$ cat src/sv/fscd_pkg.sv
`timescale 1ns / 1ps
// fscd_pkg: shared types, widths, register codes and reset values of the
// flex sensor click detector; used by every module of the block but fscd_div

package fscd_pkg;

    // converter and fixed point layout
    localparam int ADC_BITS      = 12;
    localparam int FRAC_BITS     = 8;
    localparam int FILT_W        = ADC_BITS + FRAC_BITS;
    localparam int MAX_CALIB_DEF = 1024;
    localparam logic [ADC_BITS-1:0] ADC_MAX = {ADC_BITS{1'b1}};

    // register field widths
    localparam int ALPHA_W  = 9;
    localparam int MARGIN_W = 12;
    localparam int DEB_W    = 8;
    localparam int CALN_W   = 11;
    localparam logic [ALPHA_W-1:0] ALPHA_ONE = 9'd256;

    // configuration port
    localparam int CFG_IDX_W  = 3;
    localparam int CFG_DATA_W = 12;
    localparam logic [CFG_IDX_W-1:0] CFG_FILTER_ALPHA     = 3'd0;
    localparam logic [CFG_IDX_W-1:0] CFG_PRESS_MARGIN     = 3'd1;
    localparam logic [CFG_IDX_W-1:0] CFG_RELEASE_MARGIN   = 3'd2;
    localparam logic [CFG_IDX_W-1:0] CFG_DEBOUNCE_SAMPLES = 3'd3;
    localparam logic [CFG_IDX_W-1:0] CFG_CALIB_SAMPLES    = 3'd4;
    localparam logic [CFG_IDX_W-1:0] CFG_CALIB_MAX_RANGE  = 3'd5;

    // register reset values
    localparam logic [ALPHA_W-1:0]  RST_FILTER_ALPHA     = 9'd64;
    localparam logic [MARGIN_W-1:0] RST_PRESS_MARGIN     = 12'd300;
    localparam logic [MARGIN_W-1:0] RST_RELEASE_MARGIN   = 12'd150;
    localparam logic [DEB_W-1:0]    RST_DEBOUNCE_SAMPLES = 8'd3;
    localparam logic [CALN_W-1:0]   RST_CALIB_SAMPLES    = 11'd64;
    localparam logic [MARGIN_W-1:0] RST_CALIB_MAX_RANGE  = 12'd200;

    // item classes decided by the front
    typedef logic t_op;
    localparam t_op OP_CALIB = 1'b0;
    localparam t_op OP_RUN   = 1'b1;

    typedef struct packed {
        logic                mode;
        logic [ADC_BITS-1:0] index_sample;
        logic [ADC_BITS-1:0] middle_sample;
    } t_in;

    typedef struct packed {
        logic                left_pressed;
        logic                right_pressed;
        logic                calib_done;
        logic                index_connected;
        logic                middle_connected;
        logic [ADC_BITS-1:0] index_baseline;
        logic [ADC_BITS-1:0] middle_baseline;
        logic [ADC_BITS-1:0] index_level;
        logic [ADC_BITS-1:0] middle_level;
    } t_out;

    typedef struct packed {
        logic [ALPHA_W-1:0]  filter_alpha;
        logic [MARGIN_W-1:0] press_margin;
        logic [MARGIN_W-1:0] release_margin;
        logic [DEB_W-1:0]    debounce_samples;
        logic [CALN_W-1:0]   calib_samples;
        logic [MARGIN_W-1:0] calib_max_range;
    } t_cfg;

    typedef struct packed {
        t_op                 op;
        logic [ADC_BITS-1:0] index_sample;
        logic [ADC_BITS-1:0] middle_sample;
    } t_item;

    typedef struct packed {
        logic  valid;
        t_item item;
    } t_qhead;

endpackage

$ cat src/sv/fscd_front.sv
`timescale 1ns / 1ps
// fscd_front: input side of the detector, classifies each request and
// holds it in a two entry queue for the back end; uses fscd_pkg

module fscd_front (
    input  logic            i_clk,
    input  logic            i_rst_n,
    input  logic            i_in_valid,
    output logic            o_in_stall,
    input  fscd_pkg::t_in   i_in,
    output fscd_pkg::t_qhead o_head,
    input  logic            i_pop
);
    import fscd_pkg::*;

    localparam int Q_DEPTH = 2;

    t_item      r_slot [Q_DEPTH];
    logic       r_wp;
    logic       r_rp;
    logic [1:0] r_cnt;
    logic       w_push;
    t_item      w_item;

    assign o_in_stall = (r_cnt == 2'(Q_DEPTH));
    assign w_push     = i_in_valid && !o_in_stall;

    always_comb begin
        w_item.op            = i_in.mode ? OP_RUN : OP_CALIB;
        w_item.index_sample  = i_in.index_sample;
        w_item.middle_sample = i_in.middle_sample;
    end

    assign o_head.valid = (r_cnt != 2'd0);
    assign o_head.item  = r_slot[r_rp];

    always_ff @(posedge i_clk) begin
        if (w_push) begin
            r_slot[r_wp] <= w_item;
        end
    end

    always_ff @(posedge i_clk) begin
        if (!i_rst_n) begin
            r_wp  <= 1'b0;
            r_rp  <= 1'b0;
            r_cnt <= 2'd0;
        end else begin
            if (w_push) begin
                r_wp <= ~r_wp;
            end
            if (i_pop) begin
                r_rp <= ~r_rp;
            end
            case ({w_push, i_pop})
                2'b10:   r_cnt <= r_cnt + 2'd1;
                2'b01:   r_cnt <= r_cnt - 2'd1;
                default: r_cnt <= r_cnt;
            endcase
        end
    end

endmodule

$ cat src/sv/fscd_div.sv
`timescale 1ns / 1ps
// fscd_div: restoring divider, one quotient bit per cycle, for the
// calibration baseline average; no package dependencies

module fscd_div #(
    parameter int DVD_W = 22,
    parameter int DVS_W = 11
) (
    input  logic             i_clk,
    input  logic             i_rst_n,
    input  logic             i_start,
    input  logic [DVD_W-1:0] i_dividend,
    input  logic [DVS_W-1:0] i_divisor,
    output logic             o_done,
    output logic [DVD_W-1:0] o_quot
);
    localparam int CW = $clog2(DVD_W + 1);

    logic             r_busy;
    logic             r_done;
    logic [CW-1:0]    r_cnt;
    logic [DVD_W-1:0] r_quo;
    logic [DVS_W-1:0] r_rem;
    logic [DVS_W-1:0] r_dvs;
    logic [DVS_W:0]   w_sh;
    logic [DVS_W:0]   w_diff;
    logic [DVS_W-1:0] n_rem;
    logic [DVD_W-1:0] n_quo;

    // shift in the next dividend bit, subtract when it fits
    always_comb begin
        w_sh   = {r_rem, r_quo[DVD_W-1]};
        w_diff = w_sh - {1'b0, r_dvs};
        if (w_sh >= {1'b0, r_dvs}) begin
            n_rem = w_diff[DVS_W-1:0];
            n_quo = {r_quo[DVD_W-2:0], 1'b1};
        end else begin
            n_rem = w_sh[DVS_W-1:0];
            n_quo = {r_quo[DVD_W-2:0], 1'b0};
        end
    end

    assign o_done = r_done;
    assign o_quot = r_quo;

    always_ff @(posedge i_clk) begin
        if (!i_rst_n) begin
            r_busy <= 1'b0;
            r_done <= 1'b0;
            r_cnt  <= '0;
        end else begin
            r_done <= 1'b0;
            if (i_start) begin
                r_busy <= 1'b1;
                r_cnt  <= CW'(DVD_W);
            end else if (r_busy) begin
                r_cnt <= r_cnt - CW'(1);
                if (r_cnt == CW'(1)) begin
                    r_busy <= 1'b0;
                    r_done <= 1'b1;
                end
            end
        end
    end

    always_ff @(posedge i_clk) begin
        if (i_start) begin
            r_quo <= i_dividend;
            r_rem <= '0;
            r_dvs <= i_divisor;
        end else if (r_busy) begin
            r_quo <= n_quo;
            r_rem <= n_rem;
        end
    end

endmodule

$ cat src/sv/fscd_core.sv
`timescale 1ns / 1ps
// fscd_core: back end of the detector, calibration, filter, hysteresis,
// debounce and the result register; uses fscd_pkg and fscd_div

module fscd_core #(
    parameter int MAX_CALIB = fscd_pkg::MAX_CALIB_DEF
) (
    input  logic             i_clk,
    input  logic             i_rst_n,
    input  fscd_pkg::t_cfg   i_cfg,
    input  fscd_pkg::t_qhead i_head,
    output logic             o_pop,
    input  logic             i_out_stall,
    output logic             o_out_valid,
    output fscd_pkg::t_out   o_out
);
    import fscd_pkg::*;

    localparam int CNT_W  = $clog2(MAX_CALIB + 1);
    localparam int SUM_W  = ADC_BITS + CNT_W;
    localparam int PROD_W = FILT_W + ALPHA_W + 2;
    localparam int PAD_W  = PROD_W - FILT_W - FRAC_BITS;

    localparam logic [2:0] ST_IDLE    = 3'd0;
    localparam logic [2:0] ST_CAL     = 3'd1;
    localparam logic [2:0] ST_DIVGO   = 3'd2;
    localparam logic [2:0] ST_DIVWAIT = 3'd3;
    localparam logic [2:0] ST_MUL     = 3'd4;
    localparam logic [2:0] ST_ACC     = 3'd5;
    localparam logic [2:0] ST_HYS     = 3'd6;
    localparam logic [2:0] ST_EMIT    = 3'd7;

    // per sensor state, lane 0 index, lane 1 middle
    logic [FILT_W-1:0]   r_filt    [2];
    logic [ADC_BITS-1:0] r_base    [2];
    logic                r_present [2];
    logic                r_press   [2];
    logic                r_cand    [2];
    logic [DEB_W-1:0]    r_agree   [2];
    logic [SUM_W-1:0]    r_sum     [2];
    logic [ADC_BITS-1:0] r_low     [2];
    logic [ADC_BITS-1:0] r_high    [2];
    logic [ADC_BITS-1:0] r_samp    [2];
    logic [CNT_W-1:0]    r_count;
    logic                r_running;
    logic                r_valid;

    logic [2:0]               r_state;
    logic                     r_sel;
    logic                     r_run;
    logic signed [PROD_W-1:0] r_prod;
    logic                     r_out_valid;
    t_out                     r_out;

    logic [31:0]              w_n32;
    logic [CNT_W-1:0]         w_n;
    logic [ALPHA_W-1:0]       w_alpha;
    logic [DEB_W-1:0]         w_db;
    logic [SUM_W-1:0]         w_sum_nx  [2];
    logic [ADC_BITS-1:0]      w_low_nx  [2];
    logic [ADC_BITS-1:0]      w_high_nx [2];
    logic [CNT_W-1:0]         w_cnt_nx;
    logic signed [ALPHA_W:0]  w_alpha_s;
    logic signed [FILT_W:0]   w_diff;
    logic signed [PROD_W-1:0] w_prod;
    logic signed [PROD_W-1:0] w_acc;
    logic [FILT_W-1:0]        w_fnew;
    logic [ADC_BITS-1:0]      w_lvl;
    logic signed [ADC_BITS:0] w_lvl_s;
    logic signed [ADC_BITS:0] w_thp;
    logic signed [ADC_BITS:0] w_thr;
    logic                     w_dec;
    logic                     n_cand;
    logic [DEB_W-1:0]         n_agree;
    logic                     n_press;
    logic                     w_slot;
    logic                     w_div_go;
    logic                     w_div_done;
    logic [SUM_W-1:0]         w_quot;
    t_out                     w_out;

    // register values with their out of range codes folded in
    always_comb begin
        if (i_cfg.calib_samples == '0) begin
            w_n32 = 32'd1;
        end else if (32'(i_cfg.calib_samples) > 32'(MAX_CALIB)) begin
            w_n32 = 32'(MAX_CALIB);
        end else begin
            w_n32 = 32'(i_cfg.calib_samples);
        end
    end
    assign w_n     = w_n32[CNT_W-1:0];
    assign w_alpha = (i_cfg.filter_alpha > ALPHA_ONE) ? ALPHA_ONE : i_cfg.filter_alpha;
    assign w_db    = (i_cfg.debounce_samples == '0) ? DEB_W'(1) : i_cfg.debounce_samples;

    // calibration accumulate, a fresh run starts from cleared sums
    always_comb begin
        for (int s = 0; s < 2; s++) begin
            w_sum_nx[s]  = (r_running ? r_sum[s] : '0) + SUM_W'(r_samp[s]);
            w_low_nx[s]  = r_running ? r_low[s] : ADC_MAX;
            w_high_nx[s] = r_running ? r_high[s] : '0;
            if (r_samp[s] < w_low_nx[s]) begin
                w_low_nx[s] = r_samp[s];
            end
            if (r_samp[s] > w_high_nx[s]) begin
                w_high_nx[s] = r_samp[s];
            end
        end
    end
    assign w_cnt_nx = (r_running ? r_count : '0) + CNT_W'(1);

    // filter: f + alpha * (s - f) / 256, one product then one add
    assign w_alpha_s = $signed({1'b0, w_alpha});
    assign w_diff    = $signed({1'b0, r_samp[r_sel], {FRAC_BITS{1'b0}}})
                     - $signed({1'b0, r_filt[r_sel]});
    assign w_prod    = w_alpha_s * w_diff;
    assign w_acc     = r_prod + $signed({{PAD_W{1'b0}}, r_filt[r_sel], {FRAC_BITS{1'b0}}});
    assign w_fnew    = w_acc[FILT_W+FRAC_BITS-1:FRAC_BITS];

    // hysteresis below the baseline, thresholds may go negative
    assign w_lvl   = r_filt[r_sel][FILT_W-1:FRAC_BITS];
    assign w_lvl_s = $signed({1'b0, w_lvl});
    assign w_thp   = $signed({1'b0, r_base[r_sel]}) - $signed({1'b0, i_cfg.press_margin});
    assign w_thr   = $signed({1'b0, r_base[r_sel]}) - $signed({1'b0, i_cfg.release_margin});

    always_comb begin
        w_dec = r_press[r_sel];
        if (!r_press[r_sel] && (w_lvl_s <= w_thp)) begin
            w_dec = 1'b1;
        end else if (r_press[r_sel] && (w_lvl_s >= w_thr)) begin
            w_dec = 1'b0;
        end
        if (w_dec == r_cand[r_sel]) begin
            n_cand  = r_cand[r_sel];
            n_agree = (r_agree[r_sel] < w_db) ? r_agree[r_sel] + DEB_W'(1) : r_agree[r_sel];
        end else begin
            n_cand  = w_dec;
            n_agree = DEB_W'(1);
        end
        n_press = (n_agree >= w_db) ? n_cand : r_press[r_sel];
    end

    // shared divider, index sum first, then middle sum
    assign w_div_go = (r_state == ST_DIVGO);

    fscd_div #(
        .DVD_W (SUM_W),
        .DVS_W (CNT_W)
    ) u_div (
        .i_clk      (i_clk),
        .i_rst_n    (i_rst_n),
        .i_start    (w_div_go),
        .i_dividend (r_sum[r_sel]),
        .i_divisor  (w_n),
        .o_done     (w_div_done),
        .o_quot     (w_quot)
    );

    always_comb begin
        w_out.left_pressed     = r_run && r_valid && r_present[0] && r_press[0];
        w_out.right_pressed    = r_run && r_valid && r_present[1] && r_press[1];
        w_out.calib_done       = r_valid;
        w_out.index_connected  = r_present[0];
        w_out.middle_connected = r_present[1];
        w_out.index_baseline   = r_base[0];
        w_out.middle_baseline  = r_base[1];
        w_out.index_level      = r_filt[0][FILT_W-1:FRAC_BITS];
        w_out.middle_level     = r_filt[1][FILT_W-1:FRAC_BITS];
    end

    assign w_slot      = !r_out_valid || !i_out_stall;
    assign o_pop       = (r_state == ST_IDLE) && i_head.valid;
    assign o_out_valid = r_out_valid;
    assign o_out       = r_out;

    always_ff @(posedge i_clk) begin
        if (!i_rst_n) begin
            for (int s = 0; s < 2; s++) begin
                r_filt[s]    <= '0;
                r_base[s]    <= '0;
                r_present[s] <= 1'b0;
                r_press[s]   <= 1'b0;
                r_cand[s]    <= 1'b0;
                r_agree[s]   <= '0;
                r_sum[s]     <= '0;
                r_low[s]     <= ADC_MAX;
                r_high[s]    <= '0;
            end
            r_count     <= '0;
            r_running   <= 1'b0;
            r_valid     <= 1'b0;
            r_state     <= ST_IDLE;
            r_sel       <= 1'b0;
            r_run       <= 1'b0;
            r_out_valid <= 1'b0;
        end else begin
            if (r_out_valid && !i_out_stall) begin
                r_out_valid <= 1'b0;
            end
            unique case (r_state)
                ST_IDLE: begin
                    if (i_head.valid) begin
                        r_samp[0] <= i_head.item.index_sample;
                        r_samp[1] <= i_head.item.middle_sample;
                        r_sel     <= 1'b0;
                        r_run     <= (i_head.item.op == OP_RUN);
                        if (i_head.item.op == OP_CALIB) begin
                            r_state <= ST_CAL;
                        end else begin
                            // a run sample abandons any calibration in progress
                            r_running <= 1'b0;
                            r_state   <= r_valid ? ST_MUL : ST_EMIT;
                        end
                    end
                end
                ST_CAL: begin
                    for (int s = 0; s < 2; s++) begin
                        r_sum[s]  <= w_sum_nx[s];
                        r_low[s]  <= w_low_nx[s];
                        r_high[s] <= w_high_nx[s];
                    end
                    if (!r_running) begin
                        r_valid      <= 1'b0;
                        r_present[0] <= 1'b0;
                        r_present[1] <= 1'b0;
                    end
                    r_count   <= w_cnt_nx;
                    r_running <= 1'b1;
                    r_state   <= (w_cnt_nx >= w_n) ? ST_DIVGO : ST_EMIT;
                end
                ST_DIVGO: begin
                    r_state <= ST_DIVWAIT;
                end
                ST_DIVWAIT: begin
                    if (w_div_done) begin
                        r_base[r_sel] <= w_quot[ADC_BITS-1:0];
                        r_filt[r_sel] <= {w_quot[ADC_BITS-1:0], {FRAC_BITS{1'b0}}};
                        if (!r_sel) begin
                            r_sel   <= 1'b1;
                            r_state <= ST_DIVGO;
                        end else begin
                            for (int s = 0; s < 2; s++) begin
                                r_present[s] <= ((r_high[s] - r_low[s]) <= i_cfg.calib_max_range);
                            end
                            r_valid   <= 1'b1;
                            r_running <= 1'b0;
                            r_state   <= ST_EMIT;
                        end
                    end
                end
                ST_MUL: begin
                    r_prod  <= w_prod;
                    r_state <= ST_ACC;
                end
                ST_ACC: begin
                    r_filt[r_sel] <= w_fnew;
                    if (r_present[r_sel]) begin
                        r_state <= ST_HYS;
                    end else if (!r_sel) begin
                        r_sel   <= 1'b1;
                        r_state <= ST_MUL;
                    end else begin
                        r_state <= ST_EMIT;
                    end
                end
                ST_HYS: begin
                    r_cand[r_sel]  <= n_cand;
                    r_agree[r_sel] <= n_agree;
                    r_press[r_sel] <= n_press;
                    if (!r_sel) begin
                        r_sel   <= 1'b1;
                        r_state <= ST_MUL;
                    end else begin
                        r_state <= ST_EMIT;
                    end
                end
                ST_EMIT: begin
                    if (w_slot) begin
                        r_out_valid <= 1'b1;
                        r_state     <= ST_IDLE;
                    end
                end
                default: begin
                    r_state <= ST_IDLE;
                end
            endcase
        end
    end

    always_ff @(posedge i_clk) begin
        if ((r_state == ST_EMIT) && w_slot) begin
            r_out <= w_out;
        end
    end

endmodule

$ cat src/sv/flex_sensor_click_detector.sv
`timescale 1ns / 1ps
// flex_sensor_click_detector: top level, configuration registers, front
// queue and back end; uses fscd_pkg, fscd_front, fscd_core (fscd_div)
//
//  channel   direction  handshake                    payload
//  in        sink       i_in_valid / o_in_stall      fscd_pkg::t_in   i_in
//  out       source     o_out_valid / i_out_stall    fscd_pkg::t_out  o_out
//  cfg       sink       i_cfg_valid / o_cfg_ready    i_cfg_index, i_cfg_data
//
//  a run request passes through pick up, then per sensor multiply, accumulate and
//  hysteresis (the last one skipped for an unconnected sensor), then result load;
//  only pick up and result load while no calibration is valid
//  a calibration request passes through pick up, accumulate and result load; the one
//  that closes calibration adds the index then the middle average in the shared one
//  bit per cycle divider, SUM_W = 12 + clog2(MAX_CALIB + 1) bits wide
//  reset is synchronous, active low, no clearing pass, ready the next cycle;
//  the two entry queue keeps taking requests while a result waits on stall, until it is full

module flex_sensor_click_detector #(
    parameter int MAX_CALIB = fscd_pkg::MAX_CALIB_DEF
) (
    input  logic                              i_clk,
    input  logic                              i_rst_n,
    input  logic                              i_in_valid,
    output logic                              o_in_stall,
    input  fscd_pkg::t_in                     i_in,
    output logic                              o_out_valid,
    input  logic                              i_out_stall,
    output fscd_pkg::t_out                    o_out,
    input  logic                              i_cfg_valid,
    output logic                              o_cfg_ready,
    input  logic [fscd_pkg::CFG_IDX_W-1:0]    i_cfg_index,
    input  logic [fscd_pkg::CFG_DATA_W-1:0]   i_cfg_data
);
    import fscd_pkg::*;

    t_cfg   r_cfg;
    t_qhead w_head;
    logic   w_pop;

    // registers are always writable; writes must only come while idle, the block does not enforce it
    assign o_cfg_ready = 1'b1;

    always_ff @(posedge i_clk) begin
        if (!i_rst_n) begin
            r_cfg.filter_alpha     <= RST_FILTER_ALPHA;
            r_cfg.press_margin     <= RST_PRESS_MARGIN;
            r_cfg.release_margin   <= RST_RELEASE_MARGIN;
            r_cfg.debounce_samples <= RST_DEBOUNCE_SAMPLES;
            r_cfg.calib_samples    <= RST_CALIB_SAMPLES;
            r_cfg.calib_max_range  <= RST_CALIB_MAX_RANGE;
        end else if (i_cfg_valid && o_cfg_ready) begin
            unique case (i_cfg_index)
                CFG_FILTER_ALPHA: begin
                    r_cfg.filter_alpha <= i_cfg_data[ALPHA_W-1:0];
                end
                CFG_PRESS_MARGIN: begin
                    r_cfg.press_margin <= i_cfg_data[MARGIN_W-1:0];
                end
                CFG_RELEASE_MARGIN: begin
                    r_cfg.release_margin <= i_cfg_data[MARGIN_W-1:0];
                end
                CFG_DEBOUNCE_SAMPLES: begin
                    r_cfg.debounce_samples <= i_cfg_data[DEB_W-1:0];
                end
                CFG_CALIB_SAMPLES: begin
                    r_cfg.calib_samples <= i_cfg_data[CALN_W-1:0];
                end
                CFG_CALIB_MAX_RANGE: begin
                    r_cfg.calib_max_range <= i_cfg_data[MARGIN_W-1:0];
                end
                default: begin
                    // unused index, write dropped
                end
            endcase
        end
    end

    // front: classify and queue
    fscd_front u_front (
        .i_clk      (i_clk),
        .i_rst_n    (i_rst_n),
        .i_in_valid (i_in_valid),
        .o_in_stall (o_in_stall),
        .i_in       (i_in),
        .o_head     (w_head),
        .i_pop      (w_pop)
    );

    // back: calibration, filter, press logic, result register
    fscd_core #(
        .MAX_CALIB (MAX_CALIB)
    ) u_core (
        .i_clk       (i_clk),
        .i_rst_n     (i_rst_n),
        .i_cfg       (r_cfg),
        .i_head      (w_head),
        .o_pop       (w_pop),
        .i_out_stall (i_out_stall),
        .o_out_valid (o_out_valid),
        .o_out       (o_out)
    );

endmodule

$ cat config.mk
export PLATFORM = sky130hd
export DESIGN_NAME = flex_sensor_click_detector
export DESIGN_NICKNAME = d
export VERILOG_FILES = /design/src/sv/fscd_pkg.sv /design/src/sv/fscd_front.sv /design/src/sv/fscd_div.sv /design/src/sv/fscd_core.sv /design/src/sv/flex_sensor_click_detector.sv
export SDC_FILE = /design/constraint.sdc
export NUM_CORES = 2
export LEC_CHECK = 0
export ABC_CLOCK_PERIOD_IN_PS = 11700
export BUFFER_PORTS_ARGS = -buffer_cell sky130_fd_sc_hd__buf_2
export CORE_MARGIN = 2
export CORE_UTILIZATION = 50
export DETAILED_ROUTE_END_ITERATION = 6
export PLACE_DENSITY = 0.66
export SLEW_MARGIN = 20
export SYNTH_ARGS = -nofsm -noshare
export SYNTH_HDL_FRONTEND = slang
export SYNTH_SLANG_ARGS = --single-unit
$ cat constraint.sdc
create_clock -name i_clk -period 11.7 [get_ports i_clk]
set_input_delay 1.755 -clock i_clk [delete_from_list [all_inputs] [get_ports i_clk]]
set_output_delay 1.755 -clock i_clk [all_outputs]
set_load 0.005 [all_outputs]
==> Flow_metrics.wiki <==
{| class="wikitable"
! Metric !! Value
|-
| Status || completed
|-
| Clock latency at the later pin of the worst-skew pair || 0.63 ns
|-
| Biggest fanout along the worst timing path || 62
|-
| Fin util || 55.4%
|-
| Fraction of synthesis flops using an asynchronous set or reset pin || 0%
|-
| CTS tree || built
|-
| Cell types with the largest area share after synthesis || edfxtp_1 32%, ha_1 11%, fa_1 9.1%, dfxtp_1 6.7%, nand2_1 4.0%
|-
| Clock transition at the register clock pins on the worst setup and hold paths after CTS || 0.06 ns
|-
| Cell Rows || 94
|-
| Detailed router's first-iteration violation count || 2150
|-
| Maximum clock frequency || 114 MHz
|-
| Footprint of the multi-input gates || 18600 µm²
|-
| Initial antenna violation count || 2
|-
| Worst Hold Margin || 0.438 ns
|-
| Cell mode on critical path || fa_1
|-
| Worst IR Drop VDD || 0.159 mV
|-
| Portion of the clock cycle consumed by the worst path in the final layout || 74.8%
|-
| Met3 Usage GRT || 3.68%
|-
| Total standard cell area after synthesis || 33300 µm²
|-
| Met1 track demand over resource in global routing || 35.7%
|-
| Detailed placement HPWL || 64100 µm
|-
| Final max-slew violation count || 0
|-
| Number of vias per cell || 5.55
|-
| Count of clock tree sinks || 468
|-
| Hold Vio Cnt, Final || 0
|-
| Leading area contributor after synthesis || edfxtp_1
|-
| Setup-failing EPs final || 0
|-
| Fill count || 5764
|-
| Unrepaired setup endpoints after global routing || no
|-
| Final wirelength || 85600 µm
|-
| Final setup TNS || 0 ns
|-
| Mean post-synth cell area || 9.89 µm²
|-
| Residual antenna-violating net count after detailed routing || 0
|-
| Required time at the worst-slack endpoint || 12.04 ns
|-
| Final critical delay including setup and external delays || 8.75 ns
|-
| Startpoint type of the worst setup path || flip-flop
|-
| Portion of synthesized cell area occupied by the leading cell type || 32.2%
|-
| Count of distinct cell types in the synthesized netlist || 90
|-
| Top FF cell, synth || edfxtp_1
|-
| Number of buffers on the longest clock path || 3
|-
| Hold buffer count at cts || 0
|-
| Synthesis-stage register bit count || 468
|-
| Wire length of the first global-routing pass || 133000 µm
|-
| Vias after detailed routing || 24100
|-
| Most frequent cell after synthesis || edfxtp_1
|-
| Final layout net count || 3931
|-
| Routing layer with the top usage in global route || met2
|-
| Max stage delay on crit path || 0.89 ns
|-
| Number of buffers inserted by post-CTS setup repair || 0
|-
| Crit path kind || reg -> reg
|-
| Post-CTS Resized || 0
|-
| Tightest Pin Transition || 1.11 ns
|-
| Post-route worst setup slack || 2.95 ns
|-
| Power per unit of standard cell area || 207 nW/µm²
|-
| GR Layer Usage met2 || 40.0%
|-
| Die Width || 262 µm
|-
| Synth Net Count || 3857
|-
| Maximum number of pins on one net before global-route repair || 77
|-
| Top cells by count, synth || 357 x edfxtp_1, 355 x nand2_1, 351 x inv_1, 346 x nor2_1, 296 x ha_1
|-
| Layout Area Growth over Synthesis || 9.62%
|-
| Via count of the first global-routing pass || 23400
|-
| Floorplan Core Area || 65900 µm²
|-
| CTS H-tree depth || 2
|-
| Die footprint || 68700 µm²
|-
| Total grt overflow || 0
|-
| I/O pin cnt || 101
|-
| Slowest stage cell on the critical path || dfxtp_4
|-
| DRC Markers || 0
|-
| TritonRoute pass-1 iters || 6
|-
| N_diodes || 0
|-
| Worst endpoint data arrival time || 9.09 ns
|-
| Yosys synthesis warning count || 0
|-
| Pre-CTS WS || 3.04 ns
|-
| Root Buffer Master || clkbuf_16
|-
| Sequential share of the synthesized area || 38.9%
|-
| Fraction of final layout cells sized beyond drive strength 1 || 9.45%
|-
| Overall die height || 262 µm
|-
| Average routed wire per standard cell || 19.7 µm
|-
| Worst hold-check path type || reg -> reg
|-
| Number of enable flip-flop cells after synthesis || 357
|-
| Post-Route Skew || 0.0438 ns
|-
| Aggregate global-route resource usage || 25.2%
|-
| Gate count of the mapped netlist || 3364
|-
| Global placer's final weighted congestion || 0.923
|-
| Crit path capture type || flip-flop
|-
| Initial Util || 50.5%
|-
| FF+latch area || 12900 µm²
|-
| Buffers on Ports || 99
|-
| Max-cap violation count || 0
|-
| LEAKAGE || 15.6 nW
|-
| Number of buffers created by CTS || 52
|-
| Max-slew headroom || 25.9%
|}
## final timing paths
check                             from           endpoint  slack [ns]  depth (start not counted)
hold / removal    u_core.r_filt[1][19]          o_out[11]        0.44                          0
hold reg to reg   u_core.r_filt[1][19]          o_out[11]        0.44                          0
setup reg to reg             flip-flop  u_core.r_prod[27]        2.95                         26
setup / recovery             flip-flop  u_core.r_prod[27]        2.95                         26
## registers in the layout, indices dropped and copies added (netlist names), 2 cells and up, named ones only
signal and cells:
r_cfg 64, u_front.r_slot 50, o_out 48, u_core.r_sum 46, u_core.r_filt 40, u_core.r_base 24, u_core.r_high 24, u_core.r_low 24
u_core.r_samp 24, u_core.u_div.o_quot 23, u_core.r_prod 20, u_core.r_agree 16, u_core.r_count 11, u_core.u_div.r_dvs 11, u_core.u_div.r_rem 11, u_core.o_out 5
u_core.u_div.r_cnt 5, u_core.r_state 3, u_core.r_cand 2, u_core.r_present 2, u_core.r_press 2, u_front.r_cnt 2
## per-layer routing
metal	share of wire [%]	vias up
li1	-	11700
met1	45	11600
met2	45	706
met3	6.3	150
met4	3.3	0
met5	0	-
## placed cells by master (no fill, tap or decap), drive strengths merged, types with 45 or more instances in the layout
cell    netlist  layout
nor2b        82      82
fa          152     152
o21ai       100     100
mux2         54      54
nand3        47      47
nand2       355     355
a21boi       68      68
nor3         51      51
edfxtp      357     357
mux2i        67      67
and2        108     108
nor2        346     346
clkbuf       93      59
xor2         70      70
xnor2       103     103
a21oi       156     156
inv         351     355
dfxtp       111     111
buf          16     129
ha          296     296
a21o         45      45
## critical path: cells and delay by family (launching register included)
family | cells | cell delay [ns]
adder cells (fa/ha/maj) | 7 | 3.22
AO/OA/AOI/OAI | 10 | 2.20
flip-flops | 1 | 0.89
XOR/XNOR | 2 | 0.69
AND/OR/NAND/NOR | 3 | 0.61
multiplexers | 1 | 0.59
buffers and inverters | 3 | 0.14
## cells by family (layout without fill, tap and decap cells)
family                     after synthesis  in the layout  share of synthesized area, %
muxes                                  121            121                          3.85
DFF                                    468            468                          38.9
xor gates and xnor gates               173            173                          4.60
buffers and inverters                  461            579                          5.26
adders and majority gates              448            448                          20.3
and+or+nand+nor                       1153           1153                          16.4
other                                    1              1                        0.0113
AOI/OAI and AO/OA                      539            539                          10.8
## report_power, final
part,switching [W],internal [W]
clock,0.000739,0.000985
combinational,0.00201,0.00135
sequential,0.000310,0.00217
total,0.00306,0.00451
## metrics by stage
stage          std cells  area [µm²]  power, W
2_1_floorplan       3364       33300   0.00492
3_3_place_gp        4248       34700   0.00579
3_5_place_dp        4248       34700   0.00586
4_1_cts             4346       36500   0.00759
5_1_grt             4346       36500   0.00813
6_report            4346       36500   0.00756
## layout make-up
type,instances,area share [%]
clock buffer,59,3.64
clock inverter,39,1.25
inverter,352,3.62
multi-input combinational,2435,51.1
sequential,468,35.5
tap,864,2.96
timing repair buffer,129,1.98
Note: power is estimated with default switching activity, not from simulation.
